--- src/hw/rtl/lbvs_pkg.sv ---
// ----------------------------------------------------------------------------
// lbvs_pkg
// Shared types, codes and helpers for the vertex skinning core.
// ----------------------------------------------------------------------------
package lbvs_pkg;

    localparam int ELEMS = 12;
    localparam int INFL  = 4;
    localparam logic signed [31:0] ONE_Q16 = 32'sd65536;

    localparam logic KIND_LOAD   = 1'b0;
    localparam logic KIND_VERTEX = 1'b1;

    localparam logic [7:0] CFG_JOINT_COUNT = 8'd0;
    localparam logic [7:0] CFG_IDENTITY    = 8'd1;

    typedef struct packed {
        logic        kind;
        logic [5:0]  slot;
        logic [3:0]  elem;
        logic [31:0] value;
        logic [31:0] pos_x;
        logic [31:0] pos_y;
        logic [31:0] pos_z;
        logic [31:0] joints;
        logic [63:0] weights;
    } t_item;

    function automatic logic [31:0] sat32(input logic signed [71:0] v);
        if (v > 72'sh0_0000_0000_7FFF_FFFF) begin
            return 32'h7FFF_FFFF;
        end else if (v < -72'sh0_0000_0000_8000_0000) begin
            return 32'h8000_0000;
        end
        return v[31:0];
    endfunction

endpackage

--- src/hw/rtl/lbvs_fifo.sv ---
// ----------------------------------------------------------------------------
// lbvs_fifo
// Small register queue with level output.
// ----------------------------------------------------------------------------
module lbvs_fifo #(
    parameter int WIDTH = 8,
    parameter int DEPTH = 4
) (
    input  logic                       i_clk,
    input  logic                       i_rst_n,
    input  logic                       i_push,
    input  logic [WIDTH-1:0]           i_wdata,
    input  logic                       i_pop,
    output logic [WIDTH-1:0]           o_rdata,
    output logic                       o_empty,
    output logic                       o_full,
    output logic [$clog2(DEPTH):0]     o_level
);
    localparam int AW = $clog2(DEPTH);

    logic [WIDTH-1:0] r_mem [DEPTH];
    logic [AW-1:0]    r_wr, r_rd;
    logic [AW:0]      r_cnt;
    logic             do_push, do_pop;

    assign o_empty = (r_cnt == '0);
    assign o_full  = (r_cnt == (AW+1)'(DEPTH));
    assign o_level = r_cnt;
    assign o_rdata = r_mem[r_rd];
    assign do_push = i_push && !o_full;
    assign do_pop  = i_pop && !o_empty;

    always_ff @(posedge i_clk) begin
        if (!i_rst_n) begin
            r_wr  <= '0;
            r_rd  <= '0;
            r_cnt <= '0;
        end else begin
            if (do_push) begin
                r_wr <= r_wr + 1'b1;
            end
            if (do_pop) begin
                r_rd <= r_rd + 1'b1;
            end
            r_cnt <= r_cnt + (AW+1)'(do_push) - (AW+1)'(do_pop);
        end
    end

    always_ff @(posedge i_clk) begin
        if (do_push) begin
            r_mem[r_wr] <= i_wdata;
        end
    end
endmodule

--- src/hw/rtl/lbvs_front.sv ---
// ----------------------------------------------------------------------------
// lbvs_front
// Accepts items, drops loads outside the table, queues the rest.
// ----------------------------------------------------------------------------
module lbvs_front #(
    parameter int MAX_JOINTS = 64
) (
    input  logic           i_clk,
    input  logic           i_rst_n,
    input  logic           i_push,
    output logic           o_full,
    input  lbvs_pkg::t_item i_item,
    input  logic           i_pop,
    output logic           o_valid,
    output lbvs_pkg::t_item o_item
);
    import lbvs_pkg::*;

    logic  keep;
    logic  q_empty;
    t_item q_data;
    logic [$clog2(4):0] q_level;

    always_comb begin
        keep = 1'b1;
        if (i_item.kind == KIND_LOAD) begin
            keep = (9'(i_item.slot) < 9'(MAX_JOINTS)) && (i_item.elem < 4'(ELEMS));
        end
    end

    lbvs_fifo #(.WIDTH($bits(t_item)), .DEPTH(4)) u_queue (
        .i_clk   (i_clk),
        .i_rst_n (i_rst_n),
        .i_push  (i_push && keep),
        .i_wdata (i_item),
        .i_pop   (i_pop),
        .o_rdata (q_data),
        .o_empty (q_empty),
        .o_full  (o_full),
        .o_level (q_level)
    );

    assign o_valid = !q_empty && (q_level != '0);
    assign o_item  = q_data;
endmodule

--- config.mk ---
export PLATFORM = sky130hd
export DESIGN_NAME = lbvs_front
export DESIGN_NICKNAME = d
export VERILOG_FILES = /design/src/hw/rtl/lbvs_pkg.sv /design/src/hw/rtl/lbvs_fifo.sv /design/src/hw/rtl/lbvs_front.sv
export SDC_FILE = /design/constraint.sdc
export NUM_CORES = 1
export LEC_CHECK = 0
export ABC_CLOCK_PERIOD_IN_PS = 12300
export BUFFER_PORTS_ARGS = -buffer_cell sky130_fd_sc_hd__buf_4
export CELL_PAD_IN_SITES_DETAIL_PLACEMENT = 0
export CELL_PAD_IN_SITES_GLOBAL_PLACEMENT = 1
export CORE_UTILIZATION = 54
export DETAILED_ROUTE_END_ITERATION = 10
export PLACE_DENSITY = 0.82
export SYNTH_ARGS = -nofsm -noshare
export SYNTH_HDL_FRONTEND = slang
export SYNTH_HIERARCHICAL = 1
export SYNTH_SLANG_ARGS = --single-unit
--- constraint.sdc ---
create_clock -name i_clk -period 12.3 [get_ports i_clk]
set_input_delay 1.23 -clock i_clk [delete_from_list [all_inputs] [get_ports i_clk]]
set_output_delay 1.23 -clock i_clk [all_outputs]
set_load 0.02 [all_outputs]
==> summary.txt <==
Yosys
  – Synth warnings: 6
  – Mapped Nets: 1,528
  – Top post-synthesis cells by area: edfxtp_1, mux4_2, buf_6, dfxtp_1, buf_2
  – Post-synth top area cell: edfxtp_1
  – Cell count after synthesis: 1,282
  – Share of the synthesized area in the top cell type: 82.11%
  – Post-synthesis sequential area ratio: 82.64%
  – Post-synth cell types: 23
  – Yosys reg bits: 949
  – Post-Synthesis Cell Area: 34,380 um^2
  – Post-synthesis area per instance: 26.81 um^2

Die
  – Initial core utilization: 54.60%
  – Core area: 62,970 um^2
  – Die ar.: 64,670 um^2
  – # rows: 92
  – Die Wd: 254.3 um
  – Chip Height: 254.3 um
  – Top-level port count: 476

Placed design
  – Final GP Congestion: 0.7431
  – Post-DP HPWL: 40,310 um
  – Placed cell count: 2,567
  – PortBufs: 475

Detailed routing
  – First-pass DRT Iterations: 5
  – Final WL: 67,700 um
  – Final ANT Viol Nets: 0
  – Initial drt markers: 925
  – Vias/cell: 5.589
  – DRC: 0
  – Vias: 15,320
  – Avg WL per Cell: 24.69 um

Worst setup path
  – Reg2reg start: u_queue/o_level[2]
  – Worst R2R Path Depth: 5
  – Crit end category: primary output
  – Reg2Reg Setup Slack: 8410 ps
  – Setup Crit Path Kind: flop to primary output
  – Worst EP arrival: 3830 ps
  – Maximum fanout along the worst path: 69
  – CP Launch Type: flop
  – WP data required: 11,070 ps
  – Reg-to-Reg End: u_queue/r_mem[2][118]

STA
  – Fin. Hold Viols: 0
  – Setup-failing EPs final: 0
  – Relative slew slack: 25.25%
  – Period minus WS final: 5059 ps
  – Worst Tran Pin Value: 1121 ps
  – RSZ-0062 raised after global routing: no
  – Final hold slack: 507.2 ps
  – Fmax: 197.7 MHz
  – Slew Viols, Final: 0
  – Setup TNS Final: 0 ps
  – Tcrit/Tclk final: 41.13%
  – Clk_skew: 19.42 ps

CTS
  – Post_cts resized: 0
  – CTS clk-pin slew, worst paths: 60 ps
  – Clk sinks: 949
  – CTS tree: built
  – Clk Latency, worst-skew pair: 630 ps
  – Cts hold-fix bufs: 0
  – CTS Root Cell: clkbuf_16
  – H-tree levels: 3
  – Clock Tree Buf Depth: 3
  – CTS buffer count: 91
  – Postcts setup bufs: 0

Job
  – Max cap viols: 0

Power
  – Sw Pwr: 2.358 mW
  – Int Pwr: 6.441 mW
  – Reg power frac: 45.2%
  – Total chip power: 8.799 mW
  – Power per cell area: 210.4 nW/um^2
  – P_leak: 13.90 nW
  – Max VDD drop: 146.6 uV
  – Comb power frac: 23.2%
  – Sw Ratio: 26.80%
  – Clock network power share: 31.7%

GRT
  – Tot GR Track Use: 20.87%
  – Total grt overflow: 0
  – First-pass GRT wire length: 98,370 um
  – Number of global-route vias before repair: 16,080
  – Largest net degree at the start of global routing: 116
  – Initial antenna violation count: 10

Worst hold path
  – Worst hold path type: flop to flop
  – Hold Path Depth: 2
  – Min-delay src: u_queue/r_rd[0]

Cells and area
  – Post-layout util: 66.43%
  – Share of layout cells above drive strength 1: 45.80%
  – Final Non-Filler Cells: 2,742
  – Layout Nets: 2,060
  – Area growth from synthesis to layout: 21.67%

Outcome
  – Status: completed
[critical path, cell delays in order (launching register included)]
cell and delay, ps:
dfxtp_4 850, buf_4 680, buf_4 890, mux4_2 440
buf_4 180
[cell type report]
type                       count  area [um^2]
clock inverter                63        638.1
timing repair buffer         493         3714
tap                          846         1059
fill                        3960        21140
inverter                       6        22.52
multi-input combinational    273         5587
antenna                        5        12.51
sequential                   949        28410
clock buffer                 107         2380
[placed cells by master, fill, tap and decap left out, types with 3 or more instances in the layout]
master      synthesis  layout
inv_1               6       6
nand2_1             7       7
and2_1              7       3
o21ai_0             3       3
clkinvlp_4          0       3
and2_4              0       4
bufinv_16           0      12
ha_1                6       6
buf_4               0     492
diode_2             0       5
clkbuf_1            3      14
clkinv_2            0      19
mux4_2            235     235
edfxtp_1          940     940
dfxtp_1             9       7
clkbuf_16           0      93
clkinv_1            0      24
[per-layer routing]
metal  track usage (%)  wire (um)  share of wire, %  up-vias
met5                 0         57             0.084        -
met4             7.556       1732               2.6       10
met3             6.358       5298               7.8      109
met2             34.57      35030                52      498
met1             26.21      25580                38     8073
li1                  -          -                 -     6634
[cells in the mapped netlist]
cell type	instances
a21boi_0	1
and2_1	7
buf_1	7
buf_2	26
buf_6	18
clkbuf_1	3
dfxtp_1	9
edfxtp_1	940
fa_1	1
ha_1	6
inv_1	6
mux2i_1	2
mux4_2	235
nand2_1	7
nor2_1	1
nor2b_1	2
nor3_1	2
nor3b_1	1
o21a_1	1
o21ai_0	3
or3_1	1
or4bb_1	1
xnor2_1	2
[worst max-delay path by stage]
| stage | to | startpoint | cells past startpoint |
|---|---|---|---|
| after global routing | o_item[102] | flop | 4 |
| after CTS | o_item[102] | flop | 4 |
| after floorplan | u_queue/r_mem[0][0] | i_item[227] | 5 |
| after global placement | u_queue/r_mem[1][67] | i_item[227] | 7 |
| after detailed placement | u_queue/r_mem[1][23] | i_item[227] | 7 |
| final | o_item[102] | flop | 4 |
[power by group through the flow]
stage          sequential [mW]  clock (mW)  combinational, mW
6_report                  3.97        2.79               2.04
5_1_grt                   4.00        2.96               2.16
4_1_cts                   3.98        2.85               2.08
3_5_place_dp              4.05           0               2.07
3_3_place_gp              4.03           0               2.06
2_1_floorplan             4.05           0               1.31
[flip-flops by register name, summed over array words and instances, names as in the netlist, named ones only]
register	count
u_queue/r_mem	940
u_queue/r_rd	2
u_queue/r_wr	2
u_queue/o_level	3
[stage by stage]
step | worst slack, ps | instance area [um^2]
after floorplan | 4581 | 34380
after global placement | 7319 | 38800
after detailed placement | 7321 | 38800
after CTS | 7168 | 41810
after global routing | 7056 | 41830
final | 7241 | 41830
[logic make-up (layout without fill, tap and decap cells)]
kind of cell	Yosys count	count (layout)	synth area share (%)
compound gates	5	5	0.08736
xor+xnor	2	2	0.05096
fa+ha+maj	7	7	0.2766
buf+inv	60	669	1.143
flops	949	949	82.64
mux	237	237	15.45
other cells	0	5	0
simple gates	22	22	0.3531
Note: power is estimated with default switching activity, not from simulation.
