File: config.mk
export PLATFORM = sky130hd
export DESIGN_NAME = lbvs_fifo
export DESIGN_NICKNAME = d
export VERILOG_FILES = /design/src/hw/rtl/lbvs_fifo.sv
export SDC_FILE = /design/constraint.sdc
export NUM_CORES = 1
export LEC_CHECK = 0
export BUFFER_PORTS_ARGS = -buffer_cell sky130_fd_sc_hd__buf_2
export CAP_MARGIN = 15
export CORE_ASPECT_RATIO = 1.25
export CORE_MARGIN = 3
export CORE_UTILIZATION = 55
export DETAILED_ROUTE_END_ITERATION = 8
export GPL_TIMING_DRIVEN = 0
export PLACE_DENSITY = 0.78
export SYNTH_ARGS = -nofsm -noshare
export SYNTH_HDL_FRONTEND = slang
export SYNTH_SLANG_ARGS = --single-unit
File: constraint.sdc
create_clock -name i_clk -period 3.05 [get_ports i_clk]
set_input_delay 0.7625 -clock i_clk [delete_from_list [all_inputs] [get_ports i_clk]]
set_output_delay 0.7625 -clock i_clk [all_outputs]
set_load 0.01 [all_outputs]
File: src/hw/rtl/lbvs_fifo.sv
// ----------------------------------------------------------------------------
// lbvs_fifo
// Small register queue with level output.
// ----------------------------------------------------------------------------
module lbvs_fifo #(
    parameter int WIDTH = 8,
    parameter int DEPTH = 4
) (
    input  logic                       i_clk,
    input  logic                       i_rst_n,
    input  logic                       i_push,
    input  logic [WIDTH-1:0]           i_wdata,
    input  logic                       i_pop,
    output logic [WIDTH-1:0]           o_rdata,
    output logic                       o_empty,
    output logic                       o_full,
    output logic [$clog2(DEPTH):0]     o_level
);
    localparam int AW = $clog2(DEPTH);

    logic [WIDTH-1:0] r_mem [DEPTH];
    logic [AW-1:0]    r_wr, r_rd;
    logic [AW:0]      r_cnt;
    logic             do_push, do_pop;

    assign o_empty = (r_cnt == '0);
    assign o_full  = (r_cnt == (AW+1)'(DEPTH));
    assign o_level = r_cnt;
    assign o_rdata = r_mem[r_rd];
    assign do_push = i_push && !o_full;
    assign do_pop  = i_pop && !o_empty;

    always_ff @(posedge i_clk) begin
        if (!i_rst_n) begin
            r_wr  <= '0;
            r_rd  <= '0;
            r_cnt <= '0;
        end else begin
            if (do_push) begin
                r_wr <= r_wr + 1'b1;
            end
            if (do_pop) begin
                r_rd <= r_rd + 1'b1;
            end
            r_cnt <= r_cnt + (AW+1)'(do_push) - (AW+1)'(do_pop);
        end
    end

    always_ff @(posedge i_clk) begin
        if (do_push) begin
            r_mem[r_wr] <= i_wdata;
        end
    end
endmodule

==> results of run 1 <==
==> flip-flops by register name, indices dropped and copies added, names as in the netlist, named ones only <==
name / flops
o_level: 3
r_mem: 32
r_rd: 2
r_wr: 2
==> power by group through the flow <==
stage                     Combinational (mW)  Clock [mW]  Sequential, mW
after CTS                              0.404       0.334           0.723
final                                  0.392       0.324           0.721
after floorplan                        0.274           0           0.731
after global routing                   0.448       0.366           0.730
after global placement                 0.390           0           0.728
after detailed placement               0.402           0           0.735
==> worst reg2reg max path: stages, from the launching register on <==
cell     delay [ps]
dfxtp_1         360
nor3b_2         170
nor2b_1         140
buf_6           140
inv_1            40
ha_1            260
inv_1            40
ha_1            180
fa_1            390
xnor2_1         150
xnor2_1         120
and2_1          150
==> cell families after synthesis <==
kind of cell	count (synthesis)	share of synthesized area
AND/OR/NAND/NOR	19	0.0724
AO/OA/AOI/OAI	4	0.0137
XOR/XNOR	2	0.0107
adder cells (fa/ha/maj)	7	0.0579
multiplexers	10	0.122
flip-flops	41	0.695
buffers and inverters	10	0.0282
==> cell usage in the layout, fill, tap and decap left out <==
master,synthesis,layout
a21boi_1,1,1
and2_1,7,7
buf_2,1,24
buf_6,1,1
bufinv_16,0,1
clkbuf_1,2,3
clkbuf_4,0,5
clkinv_1,0,1
dfxtp_1,9,9
edfxtp_1,32,32
fa_1,1,1
ha_1,6,6
inv_1,6,6
mux2i_1,2,2
mux4_2,8,8
nand2_1,6,6
nand4bb_1,1,1
nor2b_1,2,2
nor3_2,1,1
nor3b_2,1,1
o21ai_0,3,3
or3_1,1,1
xnor2_1,2,2
==> worst paths after layout <==
kind,to,slack [ps]
worst max-delay path,o_rdata[3],680
worst min-delay path,r_rd[0],500
worst max register to register,o_level[2],830
worst min register to register,r_rd[0],500
==> metal layers <==
| layer | up-vias | wire, um |
|---|---|---|
| li1 | 404 | - |
| met1 | 412 | 883 |
| met4 | 0 | 50 |
| met3 | 4 | 127 |
| met2 | 22 | 1320 |
| met5 | - | 0 |
==> layout make-up <==
cell class | count | area [um^2] | share of cell area
Clock inverter | 2 | 33.8 | 0.0180
Tap cell | 34 | 42.5 | 0.0227
Buffer | 4 | 23.8 | 0.0127
Multi-Input combinational cell | 42 | 454 | 0.242
Sequential cell | 41 | 1140 | 0.609
Clock buffer | 6 | 41.3 | 0.0220
Timing Repair Buffer | 23 | 115 | 0.0614
Inverter | 6 | 22.5 | 0.0120
==> results.toml, run 1 <==
[clocking]
cts_tree = "done"
cts-root-buf = "clkbuf_4"
clk_path_buf_depth = 2
ctsHoldBuffers = 0
postCtsSetupRepairBufs = 0
clk_pin_slew_worst_paths_ps = 100
ctsResizeCount = 0
clk-insertion-delay-late_ps = 330
cts_made_buffers = 5
numClockSinks = 41
cts-htree-levels = 2

[routing]
drc = 0
wl_per_cell_um = 15.1
vias = 842
drt-initial-drc-count = 11
viasPerCell = 5.33
firstDrtPassIters = 4
antenna_left = 0
finalWirelength_um = 2380

[critical_path]
cp_num_buf_inv = 2
worst_path_largest_cell_delay_ps = 540
r2r_start = "o_level[2]"
crit_path_end_kind = "output port"
cp.depth = 3
worstPathArrival_ps = 1610
cp_top_family = "multiplexers"
required_ps = 2290
slowest_stage = "mux4_2"
crit_top_cell = "buf_2"
crit_type = "register to output port"
crit_chain = "buf_2 -> mux4_2 -> buf_2"
worstRegToRegCells = 11
crit_fanout = 8
start_kind = "register"

[sta]
maxSlewViolCount = 0
period_minus_slack_ps = 2370
setup_tns_ps = 0
fin_skew_ps = 8.34
max_freq_ghz = 0.422
tightest_slew_ps = 460
setup_viol_count_final = 0
hold_slack_ps = 504
period_share = 0.777
hold_viol_final = 0
max_slew_margin = 0.693
layout_setup_ws_ps = 681
rsz0062_at_grt = "no"

[worst_hold_path]
hold_path_class = "register to register"
hold_depth = 2
min_from = "r_rd[0]"

[power_and_ir_drop]
irDropWorstVdd_v = 0.000505
p_sw_frac = 0.269
p_total_mw = 1.44
pwr-share-clk = 0.225
seqPwrFrac = 0.502
p_sw_mw = 0.386
p_int_mw = 1.05
p_leak_nw = 0.695
comb_power_share = 0.273
powerDensity_nw_per_um2 = 766

[synth]
synth_ff_type = "edfxtp_1"
synth_seq_cells = 41
netlist_instances = 93
syn_area_per_cell_um2 = 17.7
yosys_warnings = 0
synth_common_cells = "edfxtp_1, dfxtp_1, mux4_2"
syn-cell-area_um2 = 1640
seq_area_frac_synth = 0.695
yosysMostFrequentCell = "edfxtp_1"
synth_top_cell_by_area = "edfxtp_1"
synth_top_cell_area_share = 0.585
synthTopCellsByArea = "edfxtp_1, dfxtp_1, mux4_2"
ys_types = 20
synth-edff-count = 32
synth_nets = 112
async_flop_share = 0

[grt]
grt.total_usage = 0.164
use_met1 = 0.175
grt_max_degree = 13
grt_remaining_overflow = 0
busiest_layer = "met2"
grt_pass1_wl_um = 3970
grt_util_met2 = 0.274
antenna_found_initial = 0
grtUsageMet3 = 0.0604
grt_pass1_vias = 872

[placed_design]
place_hpwl_um = 1760
portBuffers = 23
dp_slack_ps = 471
gp_congestion = 0.712
dp.cells = 150
dpl_cell_area_um2 = 1800

[die]
core_um2 = 2760
die_w_um = 54.9
dieArea_um2 = 3680
start_util = 0.595
row_count = 21
dieHeight_um = 67.1
io_pins = 25

[layout]
drive_gt1_frac = 0.331
diodes = 0
final_cells = 158
fillers = 212
final_util = 0.679
nets = 142
area_growth_pct = 14.2
design_area_um2 = 1870

[flow_run]
cap_violations = 0

[outcome]
outcome = "complete, no violations"
Power figures use the tool's default switching activity.
==> inputs of run 2 (changes only) <==
--- a/config.mk
+++ b/config.mk
@@ -9,10 +9,10 @@
 export CAP_MARGIN = 15
 export CORE_ASPECT_RATIO = 1.25
 export CORE_MARGIN = 3
-export CORE_UTILIZATION = 55
+export CORE_UTILIZATION = 49
 export DETAILED_ROUTE_END_ITERATION = 8
 export GPL_TIMING_DRIVEN = 0
-export PLACE_DENSITY = 0.78
+export PLACE_DENSITY = 0.73
 export SYNTH_ARGS = -nofsm -noshare
 export SYNTH_HDL_FRONTEND = slang
 export SYNTH_SLANG_ARGS = --single-unit
==> constraint.sdc (replaced) <==
create_clock -name i_clk -period 1.95 [get_ports i_clk]
set_input_delay 0.4875 -clock i_clk [delete_from_list [all_inputs] [get_ports i_clk]]
set_output_delay 0.4875 -clock i_clk [all_outputs]
set_load 0.01 [all_outputs]
==> run 2 against run 1 <==
Effect of this change: the run now ends with negative setup slack left; combinational power rose by 99%; largest power group unchanged; count of clock-buffer cells in the layout increased by 2; die area grew 11%; total power is 62% higher; highest routed layer unchanged.
==> results.toml, run 2 (synthesized netlist as in run 1, its figures left out) <==
[placed_design]
gp_congestion = 0.686
portBuffers = 23
dp_slack_ps = -311
place_hpwl_um = 1720
dpl_cell_area_um2 = 1830

[critical_path]
r2r_start = "o_level[2]"
start_kind = "register"
r2r-end = "o_level[2]"
crit_path_end_kind = "register"
reg2reg_slack_ps = -160
worstPathArrival_ps = 2360
crit_fanout = 4
required_ps = 2200
worstRegToRegCells = 11
crit_type = "register to register"

[routing]
wl_met1_um = 931
drt-initial-drc-count = 18
firstDrtPassIters = 4
drc = 0
wl_per_cell_um = 15.2
antenna_left = 0
top_layer = "met4"
wl_met3_um = 143
routed-wl-met2_um = 1310
viasPerCell = 5.20
finalWirelength_um = 2440
vias = 837

[grt]
grt_remaining_overflow = 0
grt.total_usage = 0.135
grt_pass1_wl_um = 3880
grt_pass1_vias = 878
grt_max_degree = 12
antenna_found_initial = 0

[clocking]
clk-insertion-delay-late_ps = 350
numClockSinks = 41
clk_pin_slew_worst_paths_ps = 110
cts-root-buf = "clkbuf_4"
cts_tree = "done"
clk_path_buf_depth = 2
cts_made_buffers = 5
cts-htree-levels = 2

[layout]
layout_common_cells = "edfxtp_1, buf_2, mux4_2, and2_1"
layout_commonest_cell = "edfxtp_1"
area_growth_pct = 19.9
largest_reg_flops = 32
design_area_um2 = 1970
nets = 143
diodes = 0
drive_gt1_frac = 0.424
regArea_um2 = 1150
regMostFlops = "r_mem"
fillers = 231
multi_input_area_um2 = 504

[sta]
setup_viol_count_final = 9
hold_viol_final = 0
period_share = 1.08
period_minus_slack_ps = 2110
max_slew_margin = 0.718
fin_skew_ps = 11.4
max_freq_ghz = 0.475
tightest_slew_ps = 423
layout_setup_ws_ps = -155
maxSlewViolCount = 0
hold_slack_ps = 353
rsz0062_at_grt = "yes"

[power_and_ir_drop]
comb_power_share = 0.334
powerDensity_nw_per_um2 = 1180
p_sw_frac = 0.288
p_leak_nw = 0.712
p_sw_mw = 0.672
irDropWorstVdd_v = 0.000829
pwr-share-clk = 0.167
seqPwrFrac = 0.499
p_int_mw = 1.66

[die]
row_count = 22
dieArea_um2 = 4080
dieHeight_um = 70.7
core_um2 = 3080
die_w_um = 57.8
start_util = 0.532
io_pins = 25

[worst_hold_path]
min_from = "i_wdata[1]"
holdPathEnd = "r_mem[2][1]"
hold_depth = 1
hold_path_class = "input port to register"

[outcome]
outcome = "finished, violations left"
violations = "negative setup slack"

[flow_run]
cap_violations = 0
## run 2: area by class of cell
| class | instances | share of cell area |
|---|---|---|
| timing repair buffer | 25 | 0.0820 |
| multi-input combinational | 42 | 0.256 |
| sequential | 41 | 0.584 |
| buffer | 3 | 0.0178 |
| inverter | 6 | 0.0127 |
| clock buffer | 8 | 0.0248 |
| tap | 36 | 0.0229 |
## run 2: worst max path at each step
| stage | slack, ps | cells past startpoint | endpoint | startpoint |
|---|---|---|---|---|
| 2_1_floorplan | -130 | 11 | o_level[2] | o_level[2] |
| 3_3_place_gp | -240 | 11 | o_level[2] | i_push |
| 3_5_place_dp | -310 | 11 | o_level[2] | i_push |
| 4_1_cts | -210 | 11 | o_level[2] | o_level[2] |
| 5_1_grt | -240 | 11 | o_level[2] | o_level[2] |
| 6_report | -160 | 11 | o_level[2] | o_level[2] |
## run 2: worst max-delay path, cell delays in order, from the launching register on
cell and delay [ps]:
dfxtp_4 380, nor3b_4 150, nor2b_1 140, buf_6 120, inv_4 30, ha_4 250
inv_2 40, ha_4 140, fa_2 350, xnor2_2 150, xnor2_1 120, and2_1 150
## run 2: what timing repair did
item / 4_1_cts / 5_1_grt
setup endpoints to repair: 10 / 10
resized for setup: 11 / 5
pin swaps: 3 / 4
hold buffers: 0 / 0
buffers inserted: 2 / 0
## run 2: layer usage
metal | global-route usage | vias to the layer above
met5 | 0 | -
met4 | 0.0928 | 0
met3 | 0.0328 | 6
met2 | 0.217 | 24
met1 | 0.155 | 403
li1 | - | 404
## run 2: power by group through the flow
stage / Combinational [mW] / Clock (mW) / Sequential (mW)
global placement: 0.630 / 0 / 1.16
CTS: 0.747 / 0.399 / 1.17
global route: 0.857 / 0.433 / 1.18
finish: 0.779 / 0.389 / 1.16
floorplan: 0.447 / 0 / 1.16
detailed placement: 0.653 / 0 / 1.17
## run 2: stage by stage
stage / util / power, mW / cells / setup TNS (ps)
after detailed placement: 0.592 / 1.82 / 152 / -473
after global routing: 0.638 / 2.47 / 161 / -936
final: 0.638 / 2.33 / 161 / -348
after CTS: 0.630 / 2.31 / 161 / -619
after floorplan: - / 1.61 / 93 / -145
after global placement: 0.592 / 1.79 / 152 / -341
==> inputs of run 3 (changes only) <==
--- a/config.mk
+++ b/config.mk
@@ -13,6 +13,7 @@
 export DETAILED_ROUTE_END_ITERATION = 8
 export GPL_TIMING_DRIVEN = 0
 export PLACE_DENSITY = 0.73
+export SETUP_SLACK_MARGIN = 0.3
 export SYNTH_ARGS = -nofsm -noshare
 export SYNTH_HDL_FRONTEND = slang
 export SYNTH_SLANG_ARGS = --single-unit
==> run 3 against run 2 <==
Effect of this change: the flow still finishes with violations (negative setup slack); sequential share of layout area shrank 0.30 points; clock skew grew 0.69 ps; count of clock-buffer cells in the layout is the same; fmax is essentially flat; first-iteration DRC count shrank 17%.
==> results.toml, run 3 (synthesized netlist as in run 1, its figures left out) <==
[outcome]
outcome = "finished, violations left"
violations = "negative setup slack"

[critical_path]
slowest_stage = "dfxtp_4"
worst_path_largest_cell_delay_ps = 380
crit_path_end_kind = "register"
crit_fanout = 4
required_ps = 2200
crit_chain = "nor3b_4 -> nor2b_1 -> buf_6 -> inv_4 -> ha_4 -> inv_2 -> ha_4 -> fa_2 -> xnor2_2 -> xnor2_1 -> and2_1"
crit_type = "register to register"
start_kind = "register"
crit_top_cell = "ha_4"
worstPathArrival_ps = 2360

[routing]
firstDrtPassIters = 4
wl_per_cell_um = 15.1
vias = 848
finalWirelength_um = 2450
viasPerCell = 5.23
antenna_left = 0
drc = 0
drt-initial-drc-count = 15

[sta]
max_slew_margin = 0.747
layout_setup_ws_ps = -155
setup_tns_ps = -344
max_freq_ghz = 0.475
setup_viol_count_final = 9
tightest_slew_ps = 379
maxSlewViolCount = 0
hold_viol_final = 0
rsz0062_at_grt = "yes"
period_share = 1.08
period_minus_slack_ps = 2110
fin_skew_ps = 12.1

[clocking]
clk_pin_slew_worst_paths_ps = 110
cts-root-buf = "clkbuf_4"
cts_made_buffers = 5
cts-htree-levels = 2
cts_tree = "done"
clk-insertion-delay-late_ps = 350
numClockSinks = 41
clk_path_buf_depth = 2

[layout]
diodes = 0
area_growth_pct = 20.5
final_util = 0.642
regMostFlops = "r_mem"
nets = 144
layout_commonest_cell = "edfxtp_1"
design_area_um2 = 1980
drive_gt1_frac = 0.460
fillers = 231
layout_common_cells = "edfxtp_1, buf_2, mux4_2, buf_6, nand2_1"
largest_reg_flops = 32

[power_and_ir_drop]
p_total_mw = 2.34
p_leak_nw = 0.719
irDropWorstVdd_v = 0.000828
powerDensity_nw_per_um2 = 1180

[grt]
grt_max_degree = 12
grt.total_usage = 0.135
grt_remaining_overflow = 0
antenna_found_initial = 0
grt_pass1_wl_um = 3890
grt_pass1_vias = 889

[placed_design]
dpl_cell_area_um2 = 1830
place_hpwl_um = 1720
dp_slack_ps = -311
gp_congestion = 0.686
portBuffers = 23

[die]
row_count = 22
die_w_um = 57.8
start_util = 0.532
dieHeight_um = 70.7
core_um2 = 3080
io_pins = 25
dieArea_um2 = 4080

[worst_hold_path]
hold_path_class = "input port to register"

[flow_run]
cap_violations = 0
run 3: worst paths after layout:
kind | startpoint | end | slack, ps | cells after the start
worst max-delay path | o_level[2] | o_level[2] | -160 | 11
worst min register to register | r_rd[1] | register | 520 | 2
worst min-delay path | i_wdata[1] | r_mem[2][1] | 350 | 1
worst max register to register | o_level[2] | o_level[2] | -160 | 11
run 3: power breakdown:
part	switching, mW	internal, mW	total, mW
registers	0.0775	1.08	1.15
clock network	0.246	0.144	0.390
logic	0.351	0.443	0.794
total	0.675	1.66	2.34
run 3: repair_timing:
item                                    CTS  global route
hold buffers                              0             0
pin swaps                                 3             4
endpoints found under the setup margin   11            19
resized for setup                        15             6
setup buffers                             2             0
run 3: layer usage:
| layer | wire [um] | track usage | part of all wire | up-vias |
|---|---|---|---|---|
| met3 | 146 | 0.0328 | 0.060 | 7 |
| met5 | 0 | 0 | 0 | - |
| met1 | 947 | 0.154 | 0.39 | 407 |
| li1 | - | - | - | 408 |
| met4 | 76 | 0.0928 | 0.031 | 0 |
| met2 | 1280 | 0.220 | 0.52 | 26 |
run 3: worst max-delay path, delay by kind of cell, from the launching register on:
family	cells	cell delay [ps]
AND/OR/NAND/NOR	3	440
XOR/XNOR	2	270
adder cells (fa/ha/maj)	3	740
buffers and inverters	3	190
flip-flops	1	380
run 3: area by class of cell:
| cell class | count | area [um^2] | share of cell area |
|---|---|---|---|
| inverter | 6 | 25.0 | 0.0127 |
| buffer | 4 | 40.0 | 0.0202 |
| clock buffer | 8 | 48.8 | 0.0247 |
| tap | 36 | 45.0 | 0.0228 |
| sequential | 41 | 1150 | 0.581 |
| timing repair buffer | 25 | 161 | 0.0816 |
| multi-input combinational | 42 | 509 | 0.257 |
run 3: stage by stage:
stage	hold WS (ps)	std cells
after floorplan	456	93
after global placement	467	152
after detailed placement	505	152
after CTS	347	162
after global routing	338	162
final	354	162
